===== config.mk =====
export PLATFORM = sky130hd
export DESIGN_NAME = encoder_value_entry_core
export DESIGN_NICKNAME = d
export VERILOG_FILES = /design/src/rtl/eve_pkg.sv /design/src/rtl/encoder_value_entry_core.sv /design/src/rtl/eve_div.sv
export SDC_FILE = /design/constraint.sdc
export NUM_CORES = 1
export LEC_CHECK = 0
export BUFFER_PORTS_ARGS = -buffer_cell sky130_fd_sc_hd__buf_2
export CORE_MARGIN = 5
export CORE_UTILIZATION = 35
export CTS_BUF_LIST = sky130_fd_sc_hd__clkbuf_4 sky130_fd_sc_hd__clkbuf_8
export DETAILED_ROUTE_END_ITERATION = 8
export PLACE_DENSITY = 0.49
export RECOVER_POWER = 100
export SYNTH_ARGS = -nofsm -noshare
export SYNTH_HDL_FRONTEND = slang
export SYNTH_SLANG_ARGS = --single-unit

===== constraint.sdc =====
create_clock -name clk_i -period 14.1 [get_ports clk_i]
set_input_delay 2.115 -clock clk_i [delete_from_list [all_inputs] [get_ports clk_i]]
set_output_delay 2.115 -clock clk_i [all_outputs]
set_load 0.005 [all_outputs]

===== src/rtl/eve_pkg.sv =====
// Encoder value entry: codes and constants for the core.
// Holds request codes, register indexes and step limits; no dependencies.
package eve_pkg;

  // Request codes carried by req_type
  localparam logic [1:0] REQ_START = 2'd0;
  localparam logic [1:0] REQ_EDGE  = 2'd1;
  localparam logic [1:0] REQ_PRESS = 2'd2;

  // Configuration register indexes (byte address is 4 * index)
  localparam int unsigned ADDR_W = 5;
  localparam logic [2:0] REG_MIN_VALUE      = 3'd0;
  localparam logic [2:0] REG_MAX_VALUE      = 3'd1;
  localparam logic [2:0] REG_THRESHOLD      = 3'd2;
  localparam logic [2:0] REG_STEP_SIZE      = 3'd3;
  localparam logic [2:0] REG_GRADUAL_ENABLE = 3'd4;
  localparam logic [2:0] REG_MAX_STEP       = 3'd5;

  // Step register width and bounds
  localparam int unsigned STEP_W = 7;
  localparam logic [STEP_W-1:0] STEP_MIN = 7'd1;
  localparam logic [STEP_W-1:0] STEP_MAX = 7'd127;

  // Edge counter width
  localparam int unsigned EDGE_W = 9;

endpackage


===== src/rtl/encoder_value_entry_core.sv =====
// Encoder value entry top level: handshake, configuration port and step sequencer.
// Depends on eve_pkg and the iterative divider eve_div.
//
//  channel | direction | handshake           | beat contents
//  in      | sink      | in_valid/in_ready   | req_type, start_value, b_level
//  out     | source    | out_valid/out_ready | value_out, changed, done_res
//  cfg     | sink      | APB psel/penable    | six registers at 4*index
//
// A beat whose result needs no new step (edge without change, press, fixed-step
// start) leaves the sequencer idle. A beat that recomputes the step in gradual
// mode drops input ready after acceptance while the sequencer passes MUL, LOAD,
// DIV and FIN, with the one-bit-a-cycle divider working over the VALUE_BITS+9
// bit product; with min equal to max the divider is skipped and only MUL, LOAD
// and FIN are passed. The result is registered at acceptance and may wait
// on out_ready while the step is worked out. Reset loads the register defaults,
// value 0, step 1, edge count 0.
module encoder_value_entry_core #(
  parameter int unsigned VALUE_BITS = 16
) (
  input  logic                         clk_i,
  input  logic                         rst_ni,
  input  logic                         in_valid_i,
  output logic                         in_ready_o,
  input  logic [1:0]                   req_type_i,
  input  logic signed [VALUE_BITS-1:0] start_value_i,
  input  logic                         b_level_i,
  output logic                         out_valid_o,
  input  logic                         out_ready_i,
  output logic signed [VALUE_BITS-1:0] value_out_o,
  output logic                         changed_o,
  output logic                         done_res_o,
  input  logic                         psel,
  input  logic                         penable,
  input  logic                         pwrite,
  input  logic [eve_pkg::ADDR_W-1:0]   paddr,
  input  logic [31:0]                  pwdata,
  output logic [31:0]                  prdata,
  output logic                         pready
);

  import eve_pkg::*;

  localparam int unsigned VW = VALUE_BITS + 1;
  localparam int unsigned PW = VALUE_BITS + 9;

  localparam logic [2:0] ST_IDLE = 3'd0;
  localparam logic [2:0] ST_MUL  = 3'd1;
  localparam logic [2:0] ST_LOAD = 3'd2;
  localparam logic [2:0] ST_DIV  = 3'd3;
  localparam logic [2:0] ST_FIN  = 3'd4;

  // Configuration registers
  logic signed [VALUE_BITS-1:0] min_q, max_q;
  logic [STEP_W-1:0]            thr_q, step_size_q, max_step_q;
  logic                         grad_q;

  // Entry state
  logic signed [VALUE_BITS-1:0] cur_q, cur_d;
  logic [STEP_W-1:0]            step_q, step_d;
  logic signed [EDGE_W-1:0]     ec_q, ec_d;
  logic [2:0]                   state_q, state_d;

  // Step map datapath
  logic signed [PW-1:0]         prod_q;
  logic signed [VW-1:0]         span_q;
  logic                         neg_q;
  logic                         span_zero_q;

  // Output register
  logic                         out_valid_q;
  logic signed [VALUE_BITS-1:0] value_out_q;
  logic                         changed_q, done_q;

  logic                         in_fire;
  logic                         cfg_wr;
  logic [2:0]                   cfg_idx;

  logic signed [VW-1:0]         cur_ext, min_ext, max_ext, st_ext;
  logic signed [VW-1:0]         up_val, dn_val;
  logic signed [EDGE_W-1:0]     ec_step, thr_ext;
  logic signed [VALUE_BITS-1:0] new_val;
  logic                         new_changed, new_done;
  logic                         recompute;

  logic signed [VW-1:0]         diff;
  logic signed [7:0]            one_minus_ms;
  logic signed [PW-1:0]         prod_d;
  logic signed [VW-1:0]         span_d;

  logic                         div_start, div_done;
  logic [PW-1:0]                div_num, div_quot;
  logic [VW-1:0]                div_den;
  logic signed [PW-1:0]         q_signed, step_sum;
  logic [STEP_W-1:0]            fixed_step, map_step;

  assign pready  = 1'b1;
  assign cfg_wr  = psel && penable && pwrite;
  assign cfg_idx = paddr[4:2];

  // Write configuration registers
  always_ff @(posedge clk_i or negedge rst_ni) begin
    if (!rst_ni) begin
      min_q       <= '0;
      max_q       <= VALUE_BITS'(100);
      thr_q       <= 7'd1;
      step_size_q <= 7'd1;
      grad_q      <= 1'b0;
      max_step_q  <= 7'd10;
    end else if (cfg_wr) begin
      case (cfg_idx)
        REG_MIN_VALUE:      min_q       <= pwdata[VALUE_BITS-1:0];
        REG_MAX_VALUE:      max_q       <= pwdata[VALUE_BITS-1:0];
        REG_THRESHOLD:      thr_q       <= pwdata[STEP_W-1:0];
        REG_STEP_SIZE:      step_size_q <= pwdata[STEP_W-1:0];
        REG_GRADUAL_ENABLE: grad_q      <= pwdata[0];
        REG_MAX_STEP:       max_step_q  <= pwdata[STEP_W-1:0];
        default: ;
      endcase
    end
  end

  // Read back configuration registers
  always_comb begin
    case (cfg_idx)
      REG_MIN_VALUE:      prdata = 32'(min_q);
      REG_MAX_VALUE:      prdata = 32'(max_q);
      REG_THRESHOLD:      prdata = {25'd0, thr_q};
      REG_STEP_SIZE:      prdata = {25'd0, step_size_q};
      REG_GRADUAL_ENABLE: prdata = {31'd0, grad_q};
      REG_MAX_STEP:       prdata = {25'd0, max_step_q};
      default:            prdata = '0;
    endcase
  end

  // Handshake
  assign in_ready_o = (state_q == ST_IDLE) && (!out_valid_q || out_ready_i);
  assign in_fire    = in_valid_i && in_ready_o;

  // Edge processing: count, compare with threshold, bounded move
  assign cur_ext = {cur_q[VALUE_BITS-1], cur_q};
  assign min_ext = {min_q[VALUE_BITS-1], min_q};
  assign max_ext = {max_q[VALUE_BITS-1], max_q};
  assign st_ext  = $signed({{(VW-STEP_W){1'b0}}, step_q});
  assign up_val  = cur_ext + st_ext;
  assign dn_val  = cur_ext - st_ext;
  assign ec_step = b_level_i ? (ec_q + EDGE_W'(1)) : (ec_q - EDGE_W'(1));
  assign thr_ext = $signed({{(EDGE_W-STEP_W){1'b0}}, thr_q});
  assign fixed_step = (step_size_q == '0) ? STEP_MIN : step_size_q;

  always_comb begin
    new_val     = cur_q;
    new_changed = 1'b0;
    new_done    = 1'b0;
    recompute   = 1'b0;
    ec_d        = ec_q;
    case (req_type_i)
      REQ_START: begin
        new_val   = start_value_i;
        recompute = grad_q;
      end
      REQ_EDGE: begin
        ec_d = ec_step;
        if (ec_step > thr_ext) begin
          if (up_val <= max_ext) begin
            new_val = up_val[VALUE_BITS-1:0];
          end
          ec_d = '0;
        end else if (ec_step < -thr_ext) begin
          if (dn_val >= min_ext) begin
            new_val = dn_val[VALUE_BITS-1:0];
          end
          ec_d = '0;
        end
        new_changed = (new_val != cur_q);
        recompute   = new_changed && grad_q;
      end
      REQ_PRESS: begin
        new_done = 1'b1;
      end
      default: ;
    endcase
  end

  // Step map: product, then signed division through the divider instance
  assign diff         = cur_ext - min_ext;
  assign one_minus_ms = 8'sd1 - $signed({1'b0, max_step_q});
  assign prod_d       = diff * one_minus_ms;
  assign span_d       = max_ext - min_ext;

  assign div_start = (state_q == ST_LOAD) && !span_zero_q;
  assign div_num   = prod_q[PW-1] ? PW'(-prod_q) : PW'(prod_q);
  assign div_den   = span_q[VW-1] ? VW'(-span_q) : VW'(span_q);

  eve_div #(
    .NUM_W (PW),
    .DEN_W (VW)
  ) u_div (
    .clk_i   (clk_i),
    .rst_ni  (rst_ni),
    .start_i (div_start),
    .num_i   (div_num),
    .den_i   (div_den),
    .done_o  (div_done),
    .quot_o  (div_quot)
  );

  // Apply quotient sign, add max_step and clamp to the step range
  assign q_signed = span_zero_q ? '0 : (neg_q ? -$signed(div_quot) : $signed(div_quot));
  assign step_sum = q_signed + $signed({{(PW-STEP_W){1'b0}}, max_step_q});
  always_comb begin
    if (step_sum < $signed(PW'(1))) begin
      map_step = STEP_MIN;
    end else if (step_sum > $signed(PW'(127))) begin
      map_step = STEP_MAX;
    end else begin
      map_step = step_sum[STEP_W-1:0];
    end
  end

  // Sequencer
  always_comb begin
    state_d = state_q;
    cur_d   = cur_q;
    step_d  = step_q;
    case (state_q)
      ST_IDLE: begin
        if (in_fire) begin
          cur_d = new_val;
          if (recompute) begin
            state_d = ST_MUL;
          end else if (req_type_i == REQ_START) begin
            step_d = fixed_step;
          end
        end
      end
      ST_MUL:  state_d = ST_LOAD;
      ST_LOAD: state_d = span_zero_q ? ST_FIN : ST_DIV;
      ST_DIV: begin
        if (div_done) begin
          state_d = ST_FIN;
        end
      end
      ST_FIN: begin
        step_d  = map_step;
        state_d = ST_IDLE;
      end
      default: state_d = ST_IDLE;
    endcase
  end

  // Control and entry state
  always_ff @(posedge clk_i or negedge rst_ni) begin
    if (!rst_ni) begin
      state_q     <= ST_IDLE;
      cur_q       <= '0;
      step_q      <= STEP_MIN;
      ec_q        <= '0;
      out_valid_q <= 1'b0;
    end else begin
      state_q <= state_d;
      cur_q   <= cur_d;
      step_q  <= step_d;
      if (in_fire) begin
        ec_q <= ec_d;
      end
      if (in_fire) begin
        out_valid_q <= 1'b1;
      end else if (out_ready_i) begin
        out_valid_q <= 1'b0;
      end
    end
  end

  // Hold result beat and step map operands
  always_ff @(posedge clk_i) begin
    if (in_fire) begin
      value_out_q <= new_val;
      changed_q   <= new_changed;
      done_q      <= new_done;
    end
    if (state_q == ST_MUL) begin
      prod_q      <= prod_d;
      span_q      <= span_d;
      neg_q       <= prod_d[PW-1] ^ span_d[VW-1];
      span_zero_q <= (span_d == '0);
    end
  end

  assign out_valid_o = out_valid_q;
  assign value_out_o = value_out_q;
  assign changed_o   = changed_q;
  assign done_res_o  = done_q;

`ifndef SYNTHESIS
  a_ready_idle: assert property (@(posedge clk_i) disable iff (!rst_ni)
    in_ready_o |-> (state_q == ST_IDLE))
    else $error("input ready outside idle");

  a_step_nonzero: assert property (@(posedge clk_i) disable iff (!rst_ni)
    step_q != '0)
    else $error("step register is zero");

  a_edge_bounded: assert property (@(posedge clk_i) disable iff (!rst_ni)
    (ec_q <= $signed(EDGE_W'(127))) && (ec_q >= -$signed(EDGE_W'(127))))
    else $error("edge count out of range");

  a_div_in_div: assert property (@(posedge clk_i) disable iff (!rst_ni)
    div_done |-> (state_q == ST_DIV))
    else $error("divider finished outside divide state");
`endif

endmodule


===== src/rtl/eve_div.sv =====
// Encoder value entry: iterative unsigned restoring divider, one bit a cycle.
// Stand-alone; used by encoder_value_entry_core for the gradual step map.
module eve_div #(
  parameter int unsigned NUM_W = 25,
  parameter int unsigned DEN_W = 17
) (
  input  logic             clk_i,
  input  logic             rst_ni,
  input  logic             start_i,
  input  logic [NUM_W-1:0] num_i,
  input  logic [DEN_W-1:0] den_i,
  output logic             done_o,
  output logic [NUM_W-1:0] quot_o
);

  localparam int unsigned CNT_W = $clog2(NUM_W + 1);

  logic             busy_q, busy_d;
  logic [CNT_W-1:0] cnt_q, cnt_d;
  logic [NUM_W-1:0] num_q, num_d;
  logic [DEN_W-1:0] den_q, den_d;
  logic [DEN_W-1:0] rem_q, rem_d;
  logic [DEN_W:0]   rem_sh;
  logic [DEN_W:0]   rem_sub;

  // Shift in the next dividend bit and trial-subtract the divisor
  assign rem_sh  = {rem_q, num_q[NUM_W-1]};
  assign rem_sub = rem_sh - {1'b0, den_q};

  always_comb begin
    busy_d = busy_q;
    cnt_d  = cnt_q;
    num_d  = num_q;
    den_d  = den_q;
    rem_d  = rem_q;
    if (start_i) begin
      busy_d = 1'b1;
      cnt_d  = CNT_W'(NUM_W);
      num_d  = num_i;
      den_d  = den_i;
      rem_d  = '0;
    end else if (busy_q) begin
      // Keep the difference when it did not go negative
      if (!rem_sub[DEN_W]) begin
        rem_d = rem_sub[DEN_W-1:0];
        num_d = {num_q[NUM_W-2:0], 1'b1};
      end else begin
        rem_d = rem_sh[DEN_W-1:0];
        num_d = {num_q[NUM_W-2:0], 1'b0};
      end
      cnt_d = cnt_q - CNT_W'(1);
      if (cnt_q == CNT_W'(1)) begin
        busy_d = 1'b0;
      end
    end
  end

  // Control state
  always_ff @(posedge clk_i or negedge rst_ni) begin
    if (!rst_ni) begin
      busy_q <= 1'b0;
      cnt_q  <= '0;
    end else begin
      busy_q <= busy_d;
      cnt_q  <= cnt_d;
    end
  end

  // Datapath registers
  always_ff @(posedge clk_i) begin
    num_q <= num_d;
    den_q <= den_d;
    rem_q <= rem_d;
  end

  // Last step lands at this edge; quotient is in num_q afterwards
  assign done_o = busy_q && (cnt_q == CNT_W'(1));
  assign quot_o = num_q;

endmodule

== Yosys cells after proc, flatten, opt, wreduce, memory -nomap -nowiden ==
Index checks and enable logic that the tools add are counted.

* Add/subtract/negate cells: 14
* Multiply operators: 1
* $lt $le $gt $ge: 6
* Eq/ne operators: 18
* Muxes and demuxes: 39
* Bitwise logic cells: 1
* Reduce and logical (&&, ||, !) cells: 28

{| class="wikitable"
|+ Operator list
! operator !! count
|-
| 32-bit case mux with 6 select lines || 1
|-
| 25-bit two-way mux || 5
|-
| 16-bit two-way mux || 6
|-
| 25-bit negator || 2
|-
| 7-bit two-way mux || 6
|-
| 16-bit by 16-bit subtractor with 17-bit output || 2
|-
| 16-bit case mux with 2 select lines || 1
|-
| 9-bit two-way mux || 3
|-
| 25-bit by 8-bit adder with 25-bit output || 1
|-
| 25-bit by 8-bit greater-than comparator with 1-bit output (second input constant) || 1
|-
| 25-bit by 2-bit < comparator with 1-bit output (second input constant) || 1
|-
| 17-bit by 8-bit multiplier with 25-bit output || 1
|-
| 18-bit by 17-bit subtractor with 18-bit output || 1
|-
| 16-bit by 8-bit adder with 17-bit output || 1
|-
| 17-bit by 16-bit >= comparator with 1-bit output || 1
|-
| 17-bit by 16-bit less-or-equal comparator with 1-bit output || 1
|-
| 17-bit logical NOT || 1
|-
| 17-bit two-way mux || 1
|-
| 17-bit negator || 1
|-
| 16-bit by 8-bit subtractor with 17-bit output || 1
|-
| 16-bit inequality test || 1
|-
| 2-bit AND reduction || 8
|-
| 7-bit case mux with 2 select lines || 1
|-
| 3-bit by 2-bit equality test with 1-bit output (second input constant) || 4
|-
| other kinds (29) || 55
|}

* Register bits: 217
* Input bits: 63
* Output and inout port bits: 53
* Logic and storage cells: 131

== Logic depth before layout (Yosys ltp) ==
* Depth after elaboration: 12
* Mapped depth: 30
* Gate-level depth less buffers: 30

== Cells and area by module ==
From an unflattened synthesis, not the netlist that was laid out.

* Cell total of the unflattened synthesis: 2343
* Area, all modules: 21359.2 um2

{| class="wikitable"
|+ By module, submodules not included
! module !! instances !! cells each !! area each (um2) !! sequential area each (um2)
|-
| encoder_value_entry_core || 1 || 2031 || 17807.1 || 4124.0
|-
| eve_div || 1 || 312 || 3552.2 || 1751.7
|}

== Worst setup path before layout ==
OpenSTA, ideal clock, no wires.

* Path type: register -> register
* Start point: register cur_q[0]
* End point: register neg_q (data pin)
* Library setup time: 272 ps
* Arrival: 7255 ps
* Required time: 13828 ps
* Slack: 6573 ps
* Stages on the path, launching flop included: 29
* Buffers on the path: 0
* Clock period less this slack: 7527 ps
* Cell sequence: dfrtp_1 -> inv_1 -> ha_1 -> inv_1 -> fa_1 -> a21o_1 -> a21oi_1 -> o21bai_1 -> a211o_1 -> a31oi_1 -> a211o_1 -> o221ai_1 -> a31oi_1 -> and2_1 -> fa_1 -> inv_1 -> fa_1 -> fa_1 -> fa_1 -> inv_1 -> ha_1 -> a21o_1 -> a21o_1 -> o41a_1 -> and4_1 -> a2111oi_0 -> a21oi_1 -> xnor2_1 -> xor2_1

* Word-level cells in the longest chain between the ends: 3

{| class="wikitable"
|+ Ends and longest elaborated chain
! element !! line !! source
|-
| from (decl) || encoder_value_entry_core.sv:58 || <nowiki>logic signed [VALUE_BITS-1:0] cur_q, cur_d;</nowiki>
|-
| from (signal assigned) || encoder_value_entry_core.sv:261 || <nowiki>cur_q <= cur_d;</nowiki>
|-
| 16-bit by 16-bit subtractor with 17-bit output || encoder_value_entry_core.sv:185 || <nowiki>assign diff = cur_ext - min_ext;</nowiki>
|-
| 17-bit by 8-bit multiplier with 25-bit output || encoder_value_entry_core.sv:187 || <nowiki>assign prod_d = diff * one_minus_ms;</nowiki>
|-
| named net prod_d[24] || encoder_value_entry_core.sv:87 || <nowiki>logic signed [PW-1:0] prod_d;</nowiki>
|-
| 1-bit bitwise XOR || encoder_value_entry_core.sv:284 || <nowiki>neg_q <= prod_d[PW-1] ^ span_d[VW-1];</nowiki>
|-
| to (signal assigned) || encoder_value_entry_core.sv:284 ||
|-
| to (decl) || encoder_value_entry_core.sv:66 || <nowiki>logic neg_q;</nowiki>
|}

The timed path passes the listed nets, and every way through them passes these cells.
A chain may end at the register's enable or synchronous reset.

== Worst setup path in the final report ==
* Start point: register min_q[1]
* End point: register neg_q (data pin)

* Word-level cells in the longest chain between the ends: 3
* Elaborated cells on any way between the ends: 4
* Classes of those cells: add/sub: 2; mul: 1; bitwise: 1

{| class="wikitable"
|+ Ends and longest elaborated chain
! element !! line !! source
|-
| from (decl) || encoder_value_entry_core.sv:53 || <nowiki>logic signed [VALUE_BITS-1:0] min_q, max_q;</nowiki>
|-
| from (signal assigned) || encoder_value_entry_core.sv:111 || <nowiki>REG_MIN_VALUE: min_q <= pwdata[VALUE_BITS-1:0];</nowiki>
|-
| 16-bit by 16-bit subtractor with 17-bit output || encoder_value_entry_core.sv:185 ||
|-
| 17-bit by 8-bit multiplier with 25-bit output || encoder_value_entry_core.sv:187 ||
|-
| named net prod_d[24] || encoder_value_entry_core.sv:87 ||
|-
| 1-bit bitwise XOR || encoder_value_entry_core.sv:284 ||
|}

The timed path passes the listed nets, and every way through them passes these cells.

==> run summary <==
GLOBAL ROUTE
--------------------------------------------------------------------------------
First-pass GRT wire length                                              97200 um
Global Route met1 Usage                                                    0.270
Global-route usage over all layers                                         0.181
Number of antenna violations at the first check in global routing              2
Global-route congestion overflow total                                         0
Most used routing layer                                                     met2
Maximum number of pins on one net before global-route repair                  65
Vias in the first global route                                             17200
Met3 routing resource usage after global routing                          0.0265
Met2 track demand over resource in global routing                          0.278

SYNTH
--------------------------------------------------------------------------------
Top flip-flop cell by instance count after synthesis                sky130_fd_sc_hd__edfxtp_1
Adder-Cell Fraction of Synth Area                                          0.214
Post-synth ARST share                                                      0.442
Largest family of logic cells by synthesized area                    adder cells
Number of synthesized flops with an enable pin                               104
Simple-gate share of the synthesized area                                  0.166
Compound-cell area share of the yosys netlist                              0.166
Multiplexer fraction of the synthesized cell area                         0.0288
Synthesized-area fraction occupied by xor and xnor cells                  0.0801
Cell type contributing the most total cell area after synthesis     sky130_fd_sc_hd__edfxtp_1
Cell area after synthesis                                             21400 um^2
Gate count of the mapped netlist                                            2394
Number of synthesized register bits                                          217
Mean cell area of the mapped netlist                                   8.95 um^2
Top cell type's share of synthesized area                                  0.146
Leading cell types by total area after synthesis                    sky130_fd_sc_hd__edfxtp_1 15%, sky130_fd_sc_hd__fa_1 11%, sky130_fd_sc_hd__ha_1 11%
Syn. warnings                                                                  0
Yosys cell types                                                              95
Sequential-to-total area share from yosys stat                             0.274
Post-Syn Nets                                                               2753

MIN PATH
--------------------------------------------------------------------------------
Cell count of the worst hold path                                              2
Class of the most critical hold timing path                              reg2reg

CLOCK TREE
--------------------------------------------------------------------------------
Clk Latency, worst-skew pair                                              610 ps
Post-CTS Resized                                                               0
TritonCTS clock tree                                                       built
CTS hold repair buffers                                                        0
Max Root-Sink Buffers                                                          3
Setup fix buffers added after clock tree synthesis                             0
CTS H-Tree Depth                                                               2
Clock Tree Root                                                     sky130_fd_sc_hd__clkbuf_8
Total clock sinks                                                            217
CTS clock-pin slew for the worst setup and hold paths                      60 ps
Number of clock buffers inserted by TritonCTS                                 42

LAYOUT
--------------------------------------------------------------------------------
Register cell area after layout                                        5880 um^2
Area growth, synth to finish                                               8.37%
Final #Nets                                                                 2797
End-of-flow core utilization                                               0.384
N_diodes                                                                       0
Finished Cell Area                                                    23200 um^2
Multi-input combinational cell area                                   14000 um^2
Fill count                                                                  6233
Fraction of final layout cells sized beyond drive strength 1              0.0778

SETUP PATH
--------------------------------------------------------------------------------
Type of the worst setup path                                             reg2reg
Type of origin of the critical path                                    flip-flop
Worst Setup End Kind                                                   flip-flop
Number of buffers and inverters on the critical path                           3
Most frequent cell on the critical path                             sky130_fd_sc_hd__fa_1
Cell type group with the largest total delay on the critical path   compound AO/OA/AOI/OAI gates
Slowest cell on crit path                                           sky130_fd_sc_hd__a2111oi_0
Path length in cells of the critical path                                     27
Data required time at the worst endpoint                                14410 ps
Worst Reg2Reg Path Length in Cells                                            27
Data arrival time of the critical path                                   9340 ps
Biggest cell delay along the critical path                                660 ps
Crit Path Max Fanout                                                           5

DIE
--------------------------------------------------------------------------------
Top Ports                                                                    116
Die X                                                                     257 um
Initial Utilization                                                        0.354
Num rows                                                                      90
Die area                                                              66300 um^2
Height of the die                                                         257 um
CORE AREA                                                             60500 um^2

DETAILED ROUTING
--------------------------------------------------------------------------------
Count of nets left with antenna violations after detail routing                0
Via count                                                                  17300
Initial DRC Count                                                           1023
DRC Markers                                                                    0
Detailed-route vias per instance                                            5.31
Length of the first detailed-routing pass in iterations                        5
Aggregate routed wire length                                            60800 um
Per-cell routed wire length                                              18.7 um

STA
--------------------------------------------------------------------------------
Final worst path period need                                             9030 ps
Slew Viols, Final                                                            281
Unrepaired setup endpoints after global routing                            false
Number of setup violations in the final report                                 0
Fin Setup TNS                                                               0 ps
Clock skew after layout                                                  39.9 ps
Rel. slew slack                                                            -1.37
Hold violation count in the final report                                       0
Fin crit share                                                             0.641
Tightest Pin Transition                                                  3550 ps
Max Clk Rate                                                             111 MHz

RUN
--------------------------------------------------------------------------------
Max-cap violations                                                             6

PLACED DESIGN
--------------------------------------------------------------------------------
HPWL after DPL                                                          48400 um
Input/output buffers                                                          96
Dpl cell area                                                         22500 um^2
Final RePlAce weighted congestion                                          0.903

STATUS
--------------------------------------------------------------------------------
Violated checks                                                     max-capacitance violations, max-slew violations
Result of the run                                                   finished, violations left

## final timing paths
check                                                  from                          end  slack, ps
worst max register to register         min_q[1]$_DFFE_PN0P_              neg_q$_DFFE_PP_       5070
min in group asynchronous                            rst_ni        cur_q[14]$_DFFE_PN0P_       2140
worst min register to register  u_div.rem_q[1]$_SDFFE_PP0P_  u_div.rem_q[1]$_SDFFE_PP0P_        490
worst min-delay path            u_div.rem_q[1]$_SDFFE_PP0P_  u_div.rem_q[1]$_SDFFE_PP0P_        490
max in group asynchronous                            rst_ni   step_size_q[4]$_DFFE_PN0P_       7680
worst max-delay path                   min_q[1]$_DFFE_PN0P_              neg_q$_DFFE_PP_       5070
## flip-flops by register name, indices dropped and copies added, names as in the netlist, 16 cells and up
| name | flops |
|---|---|
| cur_q | 16 |
| max_q | 16 |
| min_q | 16 |
| prod_q | 25 |
| span_q | 17 |
| u_div.den_q | 17 |
| u_div.quot_o | 25 |
| u_div.rem_q | 17 |
| value_out_o | 16 |
## logic make-up (layout without fill, tap and decap cells)
group / Yosys count / after routing
AO/OA/AOI/OAI: 538 / 538
flip-flops: 217 / 217
AND/OR/NAND/NOR: 707 / 707
multiplexers: 56 / 56
adder cells (fa/ha/maj): 296 / 296
XOR/XNOR: 196 / 196
buffers and inverters: 383 / 458
other: 1 / 1
## per-stage QoR
step	worst slack, ps	cells	hold slack, ps
floorplan	6570	2394	457
global placement	5190	3176	478
detailed placement	5110	3176	479
CTS	5010	3251	488
global route	4370	3251	513
finish	5070	3251	487
## final cells by class
cell class	instances	area share
Tap cell	782	0.0421
Inverter	272	0.0440
Clock inverter	13	0.00329
Clock buffer	62	0.0327
Timing Repair Buffer	111	0.0211
Multi-Input combinational cell	1794	0.604
Sequential cell	217	0.253
## layout by cell type (no fill, tap or decap), types with 20 or more instances in the layout
master / Yosys / layout
sky130_fd_sc_hd__clkbuf_1: 87 / 62
sky130_fd_sc_hd__dfrtp_1: 88 / 88
sky130_fd_sc_hd__nor3_1: 45 / 45
sky130_fd_sc_hd__a21oi_1: 114 / 114
sky130_fd_sc_hd__and2_1: 36 / 30
sky130_fd_sc_hd__edfxtp_1: 104 / 104
sky130_fd_sc_hd__inv_1: 270 / 270
sky130_fd_sc_hd__o31ai_1: 20 / 20
sky130_fd_sc_hd__o21ai_0: 147 / 148
sky130_fd_sc_hd__fa_1: 116 / 116
sky130_fd_sc_hd__a21o_1: 28 / 28
sky130_fd_sc_hd__nand3_1: 48 / 48
sky130_fd_sc_hd__xor2_1: 63 / 62
sky130_fd_sc_hd__ha_1: 180 / 180
sky130_fd_sc_hd__mux2_2: 25 / 24
sky130_fd_sc_hd__nor2_1: 168 / 168
sky130_fd_sc_hd__mux2i_1: 29 / 29
sky130_fd_sc_hd__xnor2_1: 133 / 133
sky130_fd_sc_hd__or3_1: 29 / 29
sky130_fd_sc_hd__buf_2: 2 / 43
sky130_fd_sc_hd__nor2b_1: 36 / 36
sky130_fd_sc_hd__nand2_1: 204 / 204
sky130_fd_sc_hd__and3_1: 21 / 21
sky130_fd_sc_hd__clkbuf_8: 0 / 47
## worst reg2reg max path, cell delays in order (launching register included)
cell and delay [ps]:
sky130_fd_sc_hd__dfrtp_1 430, sky130_fd_sc_hd__inv_1 240, sky130_fd_sc_hd__ha_1 270, sky130_fd_sc_hd__nor2b_1 130, sky130_fd_sc_hd__o21ai_0 220, sky130_fd_sc_hd__a21boi_0 170, sky130_fd_sc_hd__o21ai_0 320, sky130_fd_sc_hd__a211oi_1 180
sky130_fd_sc_hd__o31ai_1 630, sky130_fd_sc_hd__o21bai_1 110, sky130_fd_sc_hd__a21oi_1 270, sky130_fd_sc_hd__xor2_1 450, sky130_fd_sc_hd__nor2_1 130, sky130_fd_sc_hd__fa_1 570, sky130_fd_sc_hd__inv_1 50, sky130_fd_sc_hd__fa_1 470
sky130_fd_sc_hd__fa_1 530, sky130_fd_sc_hd__fa_1 550, sky130_fd_sc_hd__inv_1 40, sky130_fd_sc_hd__ha_1 350, sky130_fd_sc_hd__a21o_1 180, sky130_fd_sc_hd__a21o_1 200, sky130_fd_sc_hd__o41a_1 420, sky130_fd_sc_hd__and4_1 220
sky130_fd_sc_hd__a2111oi_0 660, sky130_fd_sc_hd__a21oi_1 180, sky130_fd_sc_hd__xnor2_1 600, sky130_fd_sc_hd__xor2_1 140
## Yosys cell counts, types with 28 or more instances
library cell and number:
sky130_fd_sc_hd__ha_1 180, sky130_fd_sc_hd__clkbuf_1 87, sky130_fd_sc_hd__mux2i_1 29, sky130_fd_sc_hd__and2_1 36, sky130_fd_sc_hd__edfxtp_1 104, sky130_fd_sc_hd__a21oi_1 114, sky130_fd_sc_hd__nand3_1 48, sky130_fd_sc_hd__fa_1 116
sky130_fd_sc_hd__nor2_1 168, sky130_fd_sc_hd__or3_1 29, sky130_fd_sc_hd__nor3_1 45, sky130_fd_sc_hd__inv_1 270, sky130_fd_sc_hd__o21ai_0 147, sky130_fd_sc_hd__nand2_1 204, sky130_fd_sc_hd__a21o_1 28, sky130_fd_sc_hd__xor2_1 63
sky130_fd_sc_hd__dfrtp_1 88, sky130_fd_sc_hd__xnor2_1 133, sky130_fd_sc_hd__nor2b_1 36
## layer usage
metal / routed length, um / vias up
met5: 0 / -
met3: 2860 / 83
met2: 26500 / 388
li1: - / 8403
met1: 30200 / 8384
met4: 1210 / 0
Power is not shown: default switching activity piles up to over one toggle a cycle in this logic, so the estimate is an artifact.
